--- config.mk ---
export PLATFORM = sky130hd
export DESIGN_NAME = rgblab_xyz
export DESIGN_NICKNAME = d
export VERILOG_FILES = /design/src/design/rgblab_pkg.sv /design/src/design/rgblab_xyz.sv
export SDC_FILE = /design/constraint.sdc
export NUM_CORES = 2
export LEC_CHECK = 0
export BUFFER_PORTS_ARGS = -buffer_cell sky130_fd_sc_hd__buf_4
export CORE_MARGIN = 4
export CORE_UTILIZATION = 40
export DETAILED_ROUTE_END_ITERATION = 7
export HOLD_SLACK_MARGIN = 0.03
export PLACE_DENSITY = 0.59
export SYNTH_ARGS = -nofsm -noshare
export SYNTH_HDL_FRONTEND = slang
export SYNTH_SLANG_ARGS = --single-unit
--- constraint.sdc ---
create_clock -name clk_i -period 20.4 [get_ports clk_i]
set_clock_uncertainty 0.05 [all_clocks]
set_input_delay 3.06 -clock clk_i [delete_from_list [all_inputs] [get_ports clk_i]]
set_output_delay 3.06 -clock clk_i [all_outputs]
set_load 0.05 [all_outputs]
--- src/design/rgblab_pkg.sv ---
package rgblab_pkg;

  // Fixed-point format of the normalized XYZ values and of their cube roots.
  localparam int FRAC_BITS = 16;
  localparam int ROOT_BITS = 10;

  localparam int CH_W      = 8;
  localparam int NUM_LANES = 3;
  localparam int LANE_X    = 0;
  localparam int LANE_Y    = 1;
  localparam int LANE_Z    = 2;

  localparam int          XQ_W = FRAC_BITS + 1;
  localparam int unsigned ONE  = 1 << FRAC_BITS;

  // Matrix rows in millionths, and the divisors 255 * white * 10^6.
  localparam int COEF_W  = 20;
  localparam int SUM_W   = 29;
  localparam int DEN_W   = 29;
  localparam int RECIP_W = FRAC_BITS + 2;
  localparam int PROD_W  = SUM_W + RECIP_W;
  localparam int CMP_W   = FRAC_BITS + DEN_W + 2;

  localparam logic [COEF_W-1:0] COEF [NUM_LANES][NUM_LANES] = '{
    '{20'd412453, 20'd357580, 20'd180423},
    '{20'd212671, 20'd715160, 20'd72169},
    '{20'd19334,  20'd119193, 20'd950227}
  };

  localparam longint unsigned DEN_X = 64'd242369850;
  localparam longint unsigned DEN_Y = 64'd255000000;
  localparam longint unsigned DEN_Z = 64'd277651650;

  localparam longint unsigned DEN [NUM_LANES] = '{DEN_X, DEN_Y, DEN_Z};

  // The estimate sum * RECIP >> SUM_W is low by at most one.
  localparam longint unsigned RECIP [NUM_LANES] = '{
    (64'd1 << (FRAC_BITS + SUM_W)) / DEN_X,
    (64'd1 << (FRAC_BITS + SUM_W)) / DEN_Y,
    (64'd1 << (FRAC_BITS + SUM_W)) / DEN_Z
  };

  // Cube root table and interpolation.
  localparam int TABLE_LEN = (1 << ROOT_BITS) + 1;
  localparam int IDX_W     = ROOT_BITS + 1;
  localparam int INTERP_SH = (FRAC_BITS >= ROOT_BITS) ? FRAC_BITS - ROOT_BITS : 0;
  localparam int IDX_LSH   = (FRAC_BITS >= ROOT_BITS) ? 0 : ROOT_BITS - FRAC_BITS;
  localparam int FRAC_W    = (INTERP_SH > 0) ? INTERP_SH : 1;
  localparam int FRAC_MASK = (1 << INTERP_SH) - 1;
  localparam int IDX_SRC_W = XQ_W + IDX_LSH;
  localparam int IPROD_W   = XQ_W + FRAC_W;
  localparam int CUBE_W    = 3 * FRAC_BITS + 2;

  // Output arithmetic: L uses 51 * (116 * cy - 16) over 20, as a shift by two, then a divide by five.
  localparam int L_MUL     = 5916;
  localparam int L_OFS     = 816;
  localparam int L_W       = FRAC_BITS + 14;
  localparam int LQ_W      = 12;
  localparam int DIV5_MUL  = 13108;
  localparam int DIV5_SH   = 16;
  localparam int DIV5_W    = LQ_W + 14;
  localparam int AB_W      = FRAC_BITS + 11;
  localparam int A_MUL     = 500;
  localparam int B_MUL     = 200;
  localparam int AB_OFS    = 128;
  localparam int BYTE_MAX  = 255;

  // Pipeline stages, in order.
  localparam int NUM_STAGES    = 9;
  localparam int ST_MATRIX     = 0;
  localparam int ST_RECIP      = 1;
  localparam int ST_CHECK      = 2;
  localparam int ST_FIX        = 3;
  localparam int ST_ROM        = 4;
  localparam int ST_INTERP_MUL = 5;
  localparam int ST_INTERP_ADD = 6;
  localparam int ST_LAB        = 7;
  localparam int ST_OUT        = 8;

  typedef logic [XQ_W-1:0]       xq_t;
  typedef logic [NUM_STAGES-1:0] stage_en_t;
  typedef logic [XQ_W-1:0]       root_rom_t [TABLE_LEN];

  // Entry i is floor(cbrt(i / 2^ROOT_BITS)) in Q.FRAC_BITS, found by bisection.
  function automatic root_rom_t build_root_rom();
    root_rom_t         rom;
    logic [CUBE_W-1:0] target;
    logic [CUBE_W-1:0] mid3;
    logic [XQ_W:0]     lo;
    logic [XQ_W:0]     hi;
    logic [XQ_W:0]     mid;
    for (int i = 0; i < TABLE_LEN; i++) begin
      target = CUBE_W'(i) << (3 * FRAC_BITS - ROOT_BITS);
      lo = '0;
      hi = (XQ_W + 1)'(ONE);
      while (lo < hi) begin
        mid  = lo + ((hi - lo + (XQ_W + 1)'(1)) >> 1);
        mid3 = CUBE_W'(mid) * CUBE_W'(mid) * CUBE_W'(mid);
        if (mid3 <= target) begin
          lo = mid;
        end else begin
          hi = mid - (XQ_W + 1)'(1);
        end
      end
      rom[i] = XQ_W'(lo);
    end
    return rom;
  endfunction

  localparam root_rom_t ROOT_ROM = build_root_rom();

endpackage

--- src/design/rgblab_xyz.sv ---
module rgblab_xyz import rgblab_pkg::*; (
  input  logic            clk_i,
  input  stage_en_t       en_i,
  input  logic [CH_W-1:0] red_i,
  input  logic [CH_W-1:0] green_i,
  input  logic [CH_W-1:0] blue_i,
  output xq_t             xyz_o [NUM_LANES]
);

  logic [SUM_W-1:0]   sum_d  [NUM_LANES];
  logic [SUM_W-1:0]   sum1_q [NUM_LANES];
  logic [SUM_W-1:0]   sum2_q [NUM_LANES];
  logic [SUM_W-1:0]   sum3_q [NUM_LANES];
  logic [RECIP_W-1:0] est_d  [NUM_LANES];
  logic [RECIP_W-1:0] est2_q [NUM_LANES];
  logic [RECIP_W-1:0] est3_q [NUM_LANES];
  logic [CMP_W-1:0]   lim_d  [NUM_LANES];
  logic [CMP_W-1:0]   lim3_q [NUM_LANES];
  logic [XQ_W:0]      cand   [NUM_LANES];
  xq_t                xyz_d  [NUM_LANES];
  xq_t                xyz_q  [NUM_LANES];

  always_comb begin
    for (int l = 0; l < NUM_LANES; l++) begin
      sum_d[l] = SUM_W'(COEF[l][0]) * SUM_W'(red_i)
               + SUM_W'(COEF[l][1]) * SUM_W'(green_i)
               + SUM_W'(COEF[l][2]) * SUM_W'(blue_i);

      est_d[l] = RECIP_W'((PROD_W'(sum1_q[l]) * PROD_W'(RECIP[l])) >> SUM_W);

      // Bound of the next quotient step: (estimate + 1) * divisor.
      lim_d[l] = (CMP_W'(est2_q[l]) + CMP_W'(1)) * CMP_W'(DEN[l]);

      if ((CMP_W'(sum3_q[l]) << FRAC_BITS) >= lim3_q[l]) begin
        cand[l] = (XQ_W + 1)'(est3_q[l]) + (XQ_W + 1)'(1);
      end else begin
        cand[l] = (XQ_W + 1)'(est3_q[l]);
      end

      if (cand[l] > (XQ_W + 1)'(ONE)) begin
        xyz_d[l] = XQ_W'(ONE);
      end else begin
        xyz_d[l] = XQ_W'(cand[l]);
      end
    end
  end

  always_ff @(posedge clk_i) begin
    if (en_i[ST_MATRIX]) begin
      sum1_q <= sum_d;
    end
    if (en_i[ST_RECIP]) begin
      sum2_q <= sum1_q;
      est2_q <= est_d;
    end
    if (en_i[ST_CHECK]) begin
      sum3_q <= sum2_q;
      est3_q <= est2_q;
      lim3_q <= lim_d;
    end
    if (en_i[ST_FIX]) begin
      xyz_q <= xyz_d;
    end
  end

  assign xyz_o = xyz_q;

endmodule

==> metrics.csv <==
stage,metric,value,unit
run,drv_cap,0,
sta,hold_viol_final,0,
worst_setup_path,slowest_stage,xor2_1,
cells_and_area,drive_gt1_frac,0.03573,
worst_setup_path,rrSetupSlack,11.17,ns
worst_setup_path,worstPathArrival,12.46,ns
clock_network,cts_root_buf,clkbuf_16,
worst_setup_path,r2r_start,est2_q[19],
floorplan,die_w,465.6,um
worst_setup_path,critical_path_class,primary input to flop,
logic_synthesis,synth_warnings,0,
status,outcome,finished clean,
logic_synthesis,ys_seq_elements,548,
place,gp_congestion,0.9473,
worst_setup_path,r2r-end,lim3_q[93],
cells_and_area,final_util,0.4346,
floorplan,fp.dieArea,216800,um2
global_routing,grt_pass1_vias,57006,
logic_synthesis,synth_cell_types,87,
logic_synthesis,synthArstFlopShare,0,
logic_synthesis,syn_area_per_cell,10.95,um2
global_routing,grt_first_pass_wirelength,317.1,mm
worst_setup_path,cp_max_fo,18,
worst_hold_path,hold_path_end,sum3_q[51],
sta,finalCritPeriodShare,0.5919,
sta,worst_pin_slew,1.222,ns
clock_network,clkTransAtPathRegs,0.06,ns
sta,period_needed,12.08,ns
logic_synthesis,synth_top_area_frac,0.3179,
place,dp_hpwl,168.5,mm
logic_synthesis,synth-edff-count,548,
sta,final_max_slew_viol_count,0,
worst_hold_path,holdPathStages,0,
worst_setup_path,start_kind,primary input,
floorplan,ios,85,
clock_network,cts_max_level,3,
clock_network,cts.path.max_buffers,3,
global_routing,grtUsageTotal,0.1876,
clock_network,postCtsHoldBufs,0,
floorplan,die_y,465.6,um
sta,rsz0062_at_grt,false,
clock_network,cts_tree,built,
detailed_routing,drtIter0Drc,2598,
clock_network,numCtsBuffers,69,
logic_synthesis,synth_most_common_cell,inv_1,
worst_setup_path,cp-end-kind,flop,
clock_network,clock_sinks,548,
logic_synthesis,seq_area_frac_synth,0.1965,
sta,timing.slew.headroom,0.1798,
cells_and_area,area_growth,7.771,%
sta,setup_violations,0,
logic_synthesis,yosys-top-cells-count,"2,165 x inv_1, 1,584 x ha_1, 1,330 x fa_1",
cells_and_area,fin_cells,10655,
logic_synthesis,synth.top_cells.by_area,"fa_1 32%, ha_1 24%, edfxtp_1 20%",
global_routing,grt_max_degree,95,
place,numPortBuffers,79,
detailed_routing,drc,0,
detailed_routing,post_drt_wl_per_cell,18.40,um
floorplan,coreArea,207700,um2
worst_setup_path,rr_worst_depth,24,
worst_setup_path,critPathRequiredTime,20.79,ns
place,dp_cells,10530,
global_routing,grt-ovfl-total,0,
sta,fmax,82.81,MHz
worst_setup_path,slowest_delay,0.71,ns
sta,finalSetupTns,0,ns
cells_and_area,n_fill_cell,19789,
clock_network,cts_setup_buffers,0,
detailed_routing,routed_wl,196.0,mm
floorplan,start_util,0.4032,
detailed_routing,firstDrtPassIters,5,
floorplan,fp-row-count,167,
clock_network,cts-resized-gates,0,
cells_and_area,nNetsFinal,10761,
logic_synthesis,synth_fp_nets,10596,
worst_hold_path,hp-class,flop to flop,
detailed_routing,via_per_inst,4.902,
detailed_routing,final_antenna_net_count,0,
clock_network,clk_latency,0.69,ns
logic_synthesis,synth_flop_cell,edfxtp_1,
worst_hold_path,hold_path_startpoint,sum2_q[51],
detailed_routing,vias,52235,
global_routing,antenna_found_initial,2,
logic_synthesis,synthCells,7648,
logic_synthesis,syn_area,83750,um2
logic_synthesis,synth_top_area_cell,fa_1,
cell families after synthesis:
family	after synthesis	synth area share
AO/OA/AOI/OAI	789	0.06275
XOR/XNOR	355	0.03712
adder cells (fa/ha/maj)	2914	0.5546
buffers and inverters	2184	0.09805
flip-flops	548	0.1965
multiplexers	9	0.001106
AND/OR/NAND/NOR	849	0.04994
layout make-up:
type	instances	area, um2	share of cell area
well taps	2788	3488	0.03865
inverters	2165	8127	0.09003
flip-flops and latches	548	16460	0.1823
clock buffers	81	1772	0.01963
repair buffers	113	859.6	0.009523
clock inverters	41	466.7	0.005171
diodes	3	7.507	0.00008317
multi-input cells	4916	59080	0.6546
flip-flops by register name, indices dropped and copies added (netlist names):
register  count
sum1_q       86
sum3_q       86
lim3_q      133
xyz_o        51
est3_q       53
sum2_q       86
est2_q       53
metrics by stage:
| step | area (um2) | setup WS (ns) | hold WS, ns |
|---|---|---|---|
| after global routing | 90260 | 8.014 | 0.3677 |
| after floorplan | 83750 | 9.375 | 0.3503 |
| final | 90260 | 8.325 | 0.3537 |
| after CTS | 90250 | 8.545 | 0.3574 |
| after detailed placement | 88010 | 7.789 | 0.3545 |
| after global placement | 88010 | 7.803 | 0.3508 |
layer usage:
| layer | vias to the layer above | GRT usage | part of all wire |
|---|---|---|---|
| li1 | 24846 | - | - |
| met1 | 26276 | 0.2704 | 0.48 |
| met2 | 926 | 0.2987 | 0.45 |
| met3 | 187 | 0.03079 | 0.051 |
| met4 | 0 | 0.03908 | 0.019 |
| met5 | - | 0 | 0 |
worst max path at each step:
stage                  start          to  depth (start not counted)
floorplan           red_i[5]  sum1_q[27]                         31
detailed placement  red_i[0]  sum1_q[27]                         33
global route        red_i[0]  sum1_q[27]                         33
CTS                 red_i[0]  sum1_q[27]                         33
global placement    red_i[0]  sum1_q[27]                         33
finish              red_i[0]  sum1_q[27]                         33
worst max-delay path: cells and delay by family:
kind / cells / cell delay, ns
AO/OA/AOI/OAI: 12 / 2.58
XOR/XNOR: 2 / 0.79
adder cells (fa/ha/maj): 8 / 3.62
buffers and inverters: 6 / 1.06
AND/OR/NAND/NOR: 5 / 1.30
layout by cell type (no fill, tap or decap), types with 8 or more instances in the layout:
cell       instances
inv_1           2165
a31oi_1           20
edfxtp_1         548
and4_1             8
nand2_1          154
or2_2             29
o21bai_1          33
clkbuf_16         69
nor2b_1           40
a211o_1            8
and3_1            53
buf_4            111
ha_1            1584
a21oi_1          239
clkbuf_1          12
nor4_1            12
fa_1            1330
or3_1             15
o31ai_1           16
a211oi_1          25
a31o_2            10
a21o_1           150
o21ai_0          111
o211ai_1          15
a221oi_1          11
xor2_1           119
nand4_1           42
o21a_1            44
and2_1            21
o2111ai_1         12
xnor2_1          236
nand3_1           96
nor3_1            62
nand2b_1          34
nor2_1           251
Power is not shown: default switching activity piles up to over one toggle a cycle in this logic, so the estimate is an artifact.
