===== src/design/rgblab_pkg.sv =====
package rgblab_pkg;

  // Fixed-point format of the normalized XYZ values and of their cube roots.
  localparam int FRAC_BITS = 16;
  localparam int ROOT_BITS = 10;

  localparam int CH_W      = 8;
  localparam int NUM_LANES = 3;
  localparam int LANE_X    = 0;
  localparam int LANE_Y    = 1;
  localparam int LANE_Z    = 2;

  localparam int          XQ_W = FRAC_BITS + 1;
  localparam int unsigned ONE  = 1 << FRAC_BITS;

  // Matrix rows in millionths, and the divisors 255 * white * 10^6.
  localparam int COEF_W  = 20;
  localparam int SUM_W   = 29;
  localparam int DEN_W   = 29;
  localparam int RECIP_W = FRAC_BITS + 2;
  localparam int PROD_W  = SUM_W + RECIP_W;
  localparam int CMP_W   = FRAC_BITS + DEN_W + 2;

  localparam logic [COEF_W-1:0] COEF [NUM_LANES][NUM_LANES] = '{
    '{20'd412453, 20'd357580, 20'd180423},
    '{20'd212671, 20'd715160, 20'd72169},
    '{20'd19334,  20'd119193, 20'd950227}
  };

  localparam longint unsigned DEN_X = 64'd242369850;
  localparam longint unsigned DEN_Y = 64'd255000000;
  localparam longint unsigned DEN_Z = 64'd277651650;

  localparam longint unsigned DEN [NUM_LANES] = '{DEN_X, DEN_Y, DEN_Z};

  // The estimate sum * RECIP >> SUM_W is low by at most one.
  localparam longint unsigned RECIP [NUM_LANES] = '{
    (64'd1 << (FRAC_BITS + SUM_W)) / DEN_X,
    (64'd1 << (FRAC_BITS + SUM_W)) / DEN_Y,
    (64'd1 << (FRAC_BITS + SUM_W)) / DEN_Z
  };

  // Cube root table and interpolation.
  localparam int TABLE_LEN = (1 << ROOT_BITS) + 1;
  localparam int IDX_W     = ROOT_BITS + 1;
  localparam int INTERP_SH = (FRAC_BITS >= ROOT_BITS) ? FRAC_BITS - ROOT_BITS : 0;
  localparam int IDX_LSH   = (FRAC_BITS >= ROOT_BITS) ? 0 : ROOT_BITS - FRAC_BITS;
  localparam int FRAC_W    = (INTERP_SH > 0) ? INTERP_SH : 1;
  localparam int FRAC_MASK = (1 << INTERP_SH) - 1;
  localparam int IDX_SRC_W = XQ_W + IDX_LSH;
  localparam int IPROD_W   = XQ_W + FRAC_W;
  localparam int CUBE_W    = 3 * FRAC_BITS + 2;

  // Output arithmetic: L uses 51 * (116 * cy - 16) over 20, as a shift by two, then a divide by five.
  localparam int L_MUL     = 5916;
  localparam int L_OFS     = 816;
  localparam int L_W       = FRAC_BITS + 14;
  localparam int LQ_W      = 12;
  localparam int DIV5_MUL  = 13108;
  localparam int DIV5_SH   = 16;
  localparam int DIV5_W    = LQ_W + 14;
  localparam int AB_W      = FRAC_BITS + 11;
  localparam int A_MUL     = 500;
  localparam int B_MUL     = 200;
  localparam int AB_OFS    = 128;
  localparam int BYTE_MAX  = 255;

  // Pipeline stages, in order.
  localparam int NUM_STAGES    = 9;
  localparam int ST_MATRIX     = 0;
  localparam int ST_RECIP      = 1;
  localparam int ST_CHECK      = 2;
  localparam int ST_FIX        = 3;
  localparam int ST_ROM        = 4;
  localparam int ST_INTERP_MUL = 5;
  localparam int ST_INTERP_ADD = 6;
  localparam int ST_LAB        = 7;
  localparam int ST_OUT        = 8;

  typedef logic [XQ_W-1:0]       xq_t;
  typedef logic [NUM_STAGES-1:0] stage_en_t;
  typedef logic [XQ_W-1:0]       root_rom_t [TABLE_LEN];

  // Entry i is floor(cbrt(i / 2^ROOT_BITS)) in Q.FRAC_BITS, found by bisection.
  function automatic root_rom_t build_root_rom();
    root_rom_t         rom;
    logic [CUBE_W-1:0] target;
    logic [CUBE_W-1:0] mid3;
    logic [XQ_W:0]     lo;
    logic [XQ_W:0]     hi;
    logic [XQ_W:0]     mid;
    for (int i = 0; i < TABLE_LEN; i++) begin
      target = CUBE_W'(i) << (3 * FRAC_BITS - ROOT_BITS);
      lo = '0;
      hi = (XQ_W + 1)'(ONE);
      while (lo < hi) begin
        mid  = lo + ((hi - lo + (XQ_W + 1)'(1)) >> 1);
        mid3 = CUBE_W'(mid) * CUBE_W'(mid) * CUBE_W'(mid);
        if (mid3 <= target) begin
          lo = mid;
        end else begin
          hi = mid - (XQ_W + 1)'(1);
        end
      end
      rom[i] = XQ_W'(lo);
    end
    return rom;
  endfunction

  localparam root_rom_t ROOT_ROM = build_root_rom();

endpackage


===== src/design/rgblab_out.sv =====
module rgblab_out import rgblab_pkg::*; (
  input  logic            clk_i,
  input  stage_en_t       en_i,
  input  xq_t             root_i [NUM_LANES],
  output logic [CH_W-1:0] lightness_o,
  output logic [CH_W-1:0] green_red_o,
  output logic [CH_W-1:0] blue_yellow_o
);

  // Truncates (pos - neg) / 2^FRAC_BITS to a byte, zero when negative and 255 when above.
  function automatic logic [CH_W-1:0] sat_byte(input logic [AB_W-1:0] pos,
                                               input logic [AB_W-1:0] neg);
    logic [AB_W-1:0]           diff;
    logic [AB_W-FRAC_BITS-1:0] whole;
    diff  = pos - neg;
    whole = (AB_W - FRAC_BITS)'(diff >> FRAC_BITS);
    if (pos < neg) begin
      return '0;
    end else if (whole > (AB_W - FRAC_BITS)'(BYTE_MAX)) begin
      return CH_W'(BYTE_MAX);
    end
    return CH_W'(whole);
  endfunction

  logic [L_W-1:0]    lp;
  logic [L_W-1:0]    lo;
  logic [LQ_W-1:0]   lw_d;
  logic [LQ_W-1:0]   lw_q;
  logic [AB_W-1:0]   a_pos;
  logic [AB_W-1:0]   a_neg;
  logic [AB_W-1:0]   b_pos;
  logic [AB_W-1:0]   b_neg;
  logic [CH_W-1:0]   a_d;
  logic [CH_W-1:0]   b_d;
  logic [CH_W-1:0]   a_q;
  logic [CH_W-1:0]   b_q;
  logic [DIV5_W-1:0] lq;
  logic [CH_W-1:0]   l_d;
  logic [CH_W-1:0]   l_out_q;
  logic [CH_W-1:0]   a_out_q;
  logic [CH_W-1:0]   b_out_q;

  always_comb begin
    lp   = L_W'(L_MUL) * L_W'(root_i[LANE_Y]);
    lo   = L_W'(L_OFS) << FRAC_BITS;
    lw_d = (lp < lo) ? '0 : LQ_W'((lp - lo) >> (FRAC_BITS + 2));

    a_pos = AB_W'(A_MUL) * AB_W'(root_i[LANE_X]) + (AB_W'(AB_OFS) << FRAC_BITS);
    a_neg = AB_W'(A_MUL) * AB_W'(root_i[LANE_Y]);
    b_pos = AB_W'(B_MUL) * AB_W'(root_i[LANE_Y]) + (AB_W'(AB_OFS) << FRAC_BITS);
    b_neg = AB_W'(B_MUL) * AB_W'(root_i[LANE_Z]);
    a_d   = sat_byte(a_pos, a_neg);
    b_d   = sat_byte(b_pos, b_neg);

    // Divide by five through the reciprocal; exact for this input range.
    lq  = (DIV5_W'(lw_q) * DIV5_W'(DIV5_MUL)) >> DIV5_SH;
    l_d = (lq > DIV5_W'(BYTE_MAX)) ? CH_W'(BYTE_MAX) : CH_W'(lq);
  end

  always_ff @(posedge clk_i) begin
    if (en_i[ST_LAB]) begin
      lw_q <= lw_d;
      a_q  <= a_d;
      b_q  <= b_d;
    end
    if (en_i[ST_OUT]) begin
      l_out_q <= l_d;
      a_out_q <= a_q;
      b_out_q <= b_q;
    end
  end

  assign lightness_o   = l_out_q;
  assign green_red_o   = a_out_q;
  assign blue_yellow_o = b_out_q;

endmodule


===== config.mk =====
export PLATFORM = sky130hd
export DESIGN_NAME = rgblab_out
export DESIGN_NICKNAME = d
export VERILOG_FILES = /design/src/design/rgblab_pkg.sv /design/src/design/rgblab_out.sv
export SDC_FILE = /design/constraint.sdc
export NUM_CORES = 1
export LEC_CHECK = 0
export BUFFER_PORTS_ARGS = -buffer_cell sky130_fd_sc_hd__buf_4
export CAP_MARGIN = 20
export CORE_UTILIZATION = 30
export DETAILED_ROUTE_END_ITERATION = 12
export PLACE_DENSITY = 0.54
export SYNTH_ARGS = -nofsm -noshare
export SYNTH_HDL_FRONTEND = slang
export SYNTH_SLANG_ARGS = --single-unit

===== constraint.sdc =====
create_clock -name clk_i -period 6.8 [get_ports clk_i]
set_input_delay 1.02 -clock clk_i [delete_from_list [all_inputs] [get_ports clk_i]]
set_output_delay 1.02 -clock clk_i [all_outputs]
set_load 0.01 [all_outputs]

==> results.sh <==
export IMPL_die_w_um=245
export IMPL_nFillCells=6000
export IMPL_slew_limit_headroom_pct=58.1
export IMPL_core_area_um2=58100
export IMPL_fmax_mhz=152
export IMPL_crit_path_start="root_i[38]"
export IMPL_drv_slew=0
export IMPL_num_rows=88
export IMPL_synth_nets=2577
export IMPL_finalCritPeriodShare_pct=96.7
export IMPL_chipHeight_um=245
export IMPL_drt_iter0_drc=325
export IMPL_grt_max_degree=29
export IMPL_htree_num_levels=2
export IMPL_final_min_clock_period_ps=6580
export IMPL_cts_root_buffer="clkbuf_16"
export IMPL_antenna_found_initial=0
export IMPL_netlist_area_um2=17800
export IMPL_hold_path_class="reg -> reg"
export IMPL_cts_clk_slew_worst_paths_ps=70
export IMPL_clk_latency_ps=300
export IMPL_start_util_pct=30.6
export IMPL_dp_slack_ps=-524
export IMPL_n_antenna_cell=0
export IMPL_vias=13035
export IMPL_ios=85
export IMPL_cp_max_fo=8
export IMPL_fin_nets=2822
export IMPL_place_detailed_hpwl_um=34600
export IMPL_tightest_slew_ps=620
export IMPL_die_area_um2=60200
export IMPL_rsz0062_at_grt="true"
export IMPL_fin_util_pct=36.0
export IMPL_final_common_cell="inv_1"
export IMPL_crit_path_end="a_q[5]$_DFFE_PP_"
export IMPL_hold_viol=0
export IMPL_drc=0
export IMPL_netlist_instances=1863
export IMPL_status="finished, final reports clean"
export IMPL_cpMostUsedCell="fa_1"
export IMPL_seq_area_frac_synth_pct=8.79
export IMPL_synth_edf_count=52
export IMPL_grt_pass1_vias=13771
export IMPL_yosysUniqueCellTypes=63
export IMPL_cts_tree="done"
export IMPL_cts_sinks=52
export IMPL_r2r_start="lw_q[5]$_SDFFCE_PN0P_"
export IMPL_ys_ff_latch=52
export IMPL_place_congestion=0.848
export IMPL_reg2reg_depth=18
export IMPL_drt_pass1_iterations=5
export IMPL_path_cells="buf_4, inv_1, fa_1, fa_1, fa_1, fa_1, inv_2, ha_4, a21o_1, or3_4, o21ba_2, buf_4, o21ai_0, a21oi_1, ha_1, o2111a_1, nand2_1, o311ai_2, a2111oi_4, o31ai_2, and2_1, o21ai_1, and3b_2, a211oi_1"
export IMPL_grt_pass1_wl_um=65200
export IMPL_endpoint_kind="flip-flop"
export IMPL_fin_skew_ps=7.52
export IMPL_port_buffers=77
export IMPL_crit_arrival_ps=6710
export IMPL_hold_ws_ps=426
export IMPL_async_flop_share_pct=0
export IMPL_crit_required_ps=6940
export IMPL_cts_inserted_buffers=5
export IMPL_critPathSlowestCell="fa_1"
export IMPL_r2r_slack_ps=1260
export IMPL_area_growth_pct=17.9
export IMPL_final_cell_mix="inv_1, ha_1, buf_4, fa_1, nor2_1"
export IMPL_placed_cell_area_um2=20500
export IMPL_avgViaCountPerCell=4.54
export IMPL_critical_path_class="in -> reg"
export IMPL_cp_start_kind="input pin"
export IMPL_fin_area_um2=21000
export IMPL_worstReg2RegEnd="lightness_o[2]$_SDFFCE_PN1P_"
export IMPL_routedWlPerCell_um=13.2
export IMPL_drive_above_1_share_pct=15.7
export IMPL_synth_flop_cell="edfxtp_1"
export IMPL_min_from="a_q[4]$_DFFE_PP_"
export IMPL_finalWorstSetupSlack_ps=225
export IMPL_setup_viol=0
export IMPL_wl_um=37900
export IMPL_grt_use_total_pct=13.1
export IMPL_cap_violations=0
export IMPL_overflow=0
export IMPL_synth_warnings=0
export IMPL_synth_avg_cell_area_um2=9.54
export IMPL_ant_nets=0
export IMPL_clockBufferDepth=2
export IMPL_max_stage_delay_ps=560
cells in the mapped netlist (all sizes together), types with 10 or more instances:
cell type	count	area (um2)
nand2	43	161
o211ai	14	124
o21ai	53	265
xor2	47	412
a21oi	78	390
or3	10	62.6
or2	10	62.6
nor3	31	155
ha	408	5100
a21o	29	218
o21bai	13	97.6
nor2	84	318
edfxtp	52	1560
a31oi	11	68.8
xnor2	59	517
inv	454	1700
fa	245	4900
and2	10	62.6
a211oi	12	90.1
nand3	26	130
nor2b	21	131
o21a	23	173
nand2b	24	150
and3	12	75.1
worst min path at each step:
stage / endpoint / slack [ps] / cells past startpoint
4_1_cts: green_red_o[3]$_DFFE_PP_ / 430 / 0
5_1_grt: blue_yellow_o[2]$_DFFE_PP_ / 440 / 0
3_5_place_dp: blue_yellow_o[7]$_DFFE_PP_ / 410 / 0
2_1_floorplan: blue_yellow_o[0]$_DFFE_PP_ / 400 / 0
6_report: green_red_o[4]$_DFFE_PP_ / 430 / 0
3_3_place_gp: green_red_o[3]$_DFFE_PP_ / 410 / 0
area by class of cell:
cell class / instances / area, um2 / area share (%)
Multi-Input combinational cell: 1350 / 14700 / 70.3
Tap cell: 765 / 957 / 4.57
Clock inverter: 2 / 17.5 / 0.0836
Timing Repair Buffer: 245 / 1850 / 8.84
Clock buffer: 6 / 129 / 0.615
Sequential cell: 52 / 1560 / 7.45
Inverter: 454 / 1710 / 8.15
sequential cells by signal, summed over array words and instances, names as in the netlist:
signal and count:
lw_q 12, a_q 8, b_q 8, blue_yellow_o 8, green_red_o 8, lightness_o 8
timing repair:
item,in CTS,in global routing
pin swaps,3,38
gates resized for setup,10,57
setup endpoints to repair,16,16
setup buffers,1,6
hold buffers,0,0
cell families after synthesis:
kind of cell	Yosys count	share of synthesized area [%]
flops	52	8.79
xor+xnor	106	5.23
fa+ha+maj	653	56.3
buf+inv	461	9.78
compound gates	292	11.1
simple gates	289	8.12
mux	10	0.585
critical path: cells and delay by family:
kind,cells,cell delay [ps]
buffers and inverters,4,330
AO/OA/AOI/OAI,10,1910
AND/OR/NAND/NOR,4,860
adder cells (fa/ha/maj),6,2610
per-layer routing:
metal	up-vias	share of wire [%]	track usage (%)
li1	6641	-	-
met1	6274	48	17.5
met2	99	49	23.4
met3	21	1.4	0.829
met4	0	1.4	2.50
met5	-	0	0
stage by stage:
stage	instances	TNS [ps]
detailed placement	2860	-6540
global placement	2860	-5650
CTS	2869	0
finish	2874	0
floorplan	1863	0
global route	2874	-127
Power is not shown: default switching activity piles up to over one toggle a cycle in this logic, so the estimate is an artifact.
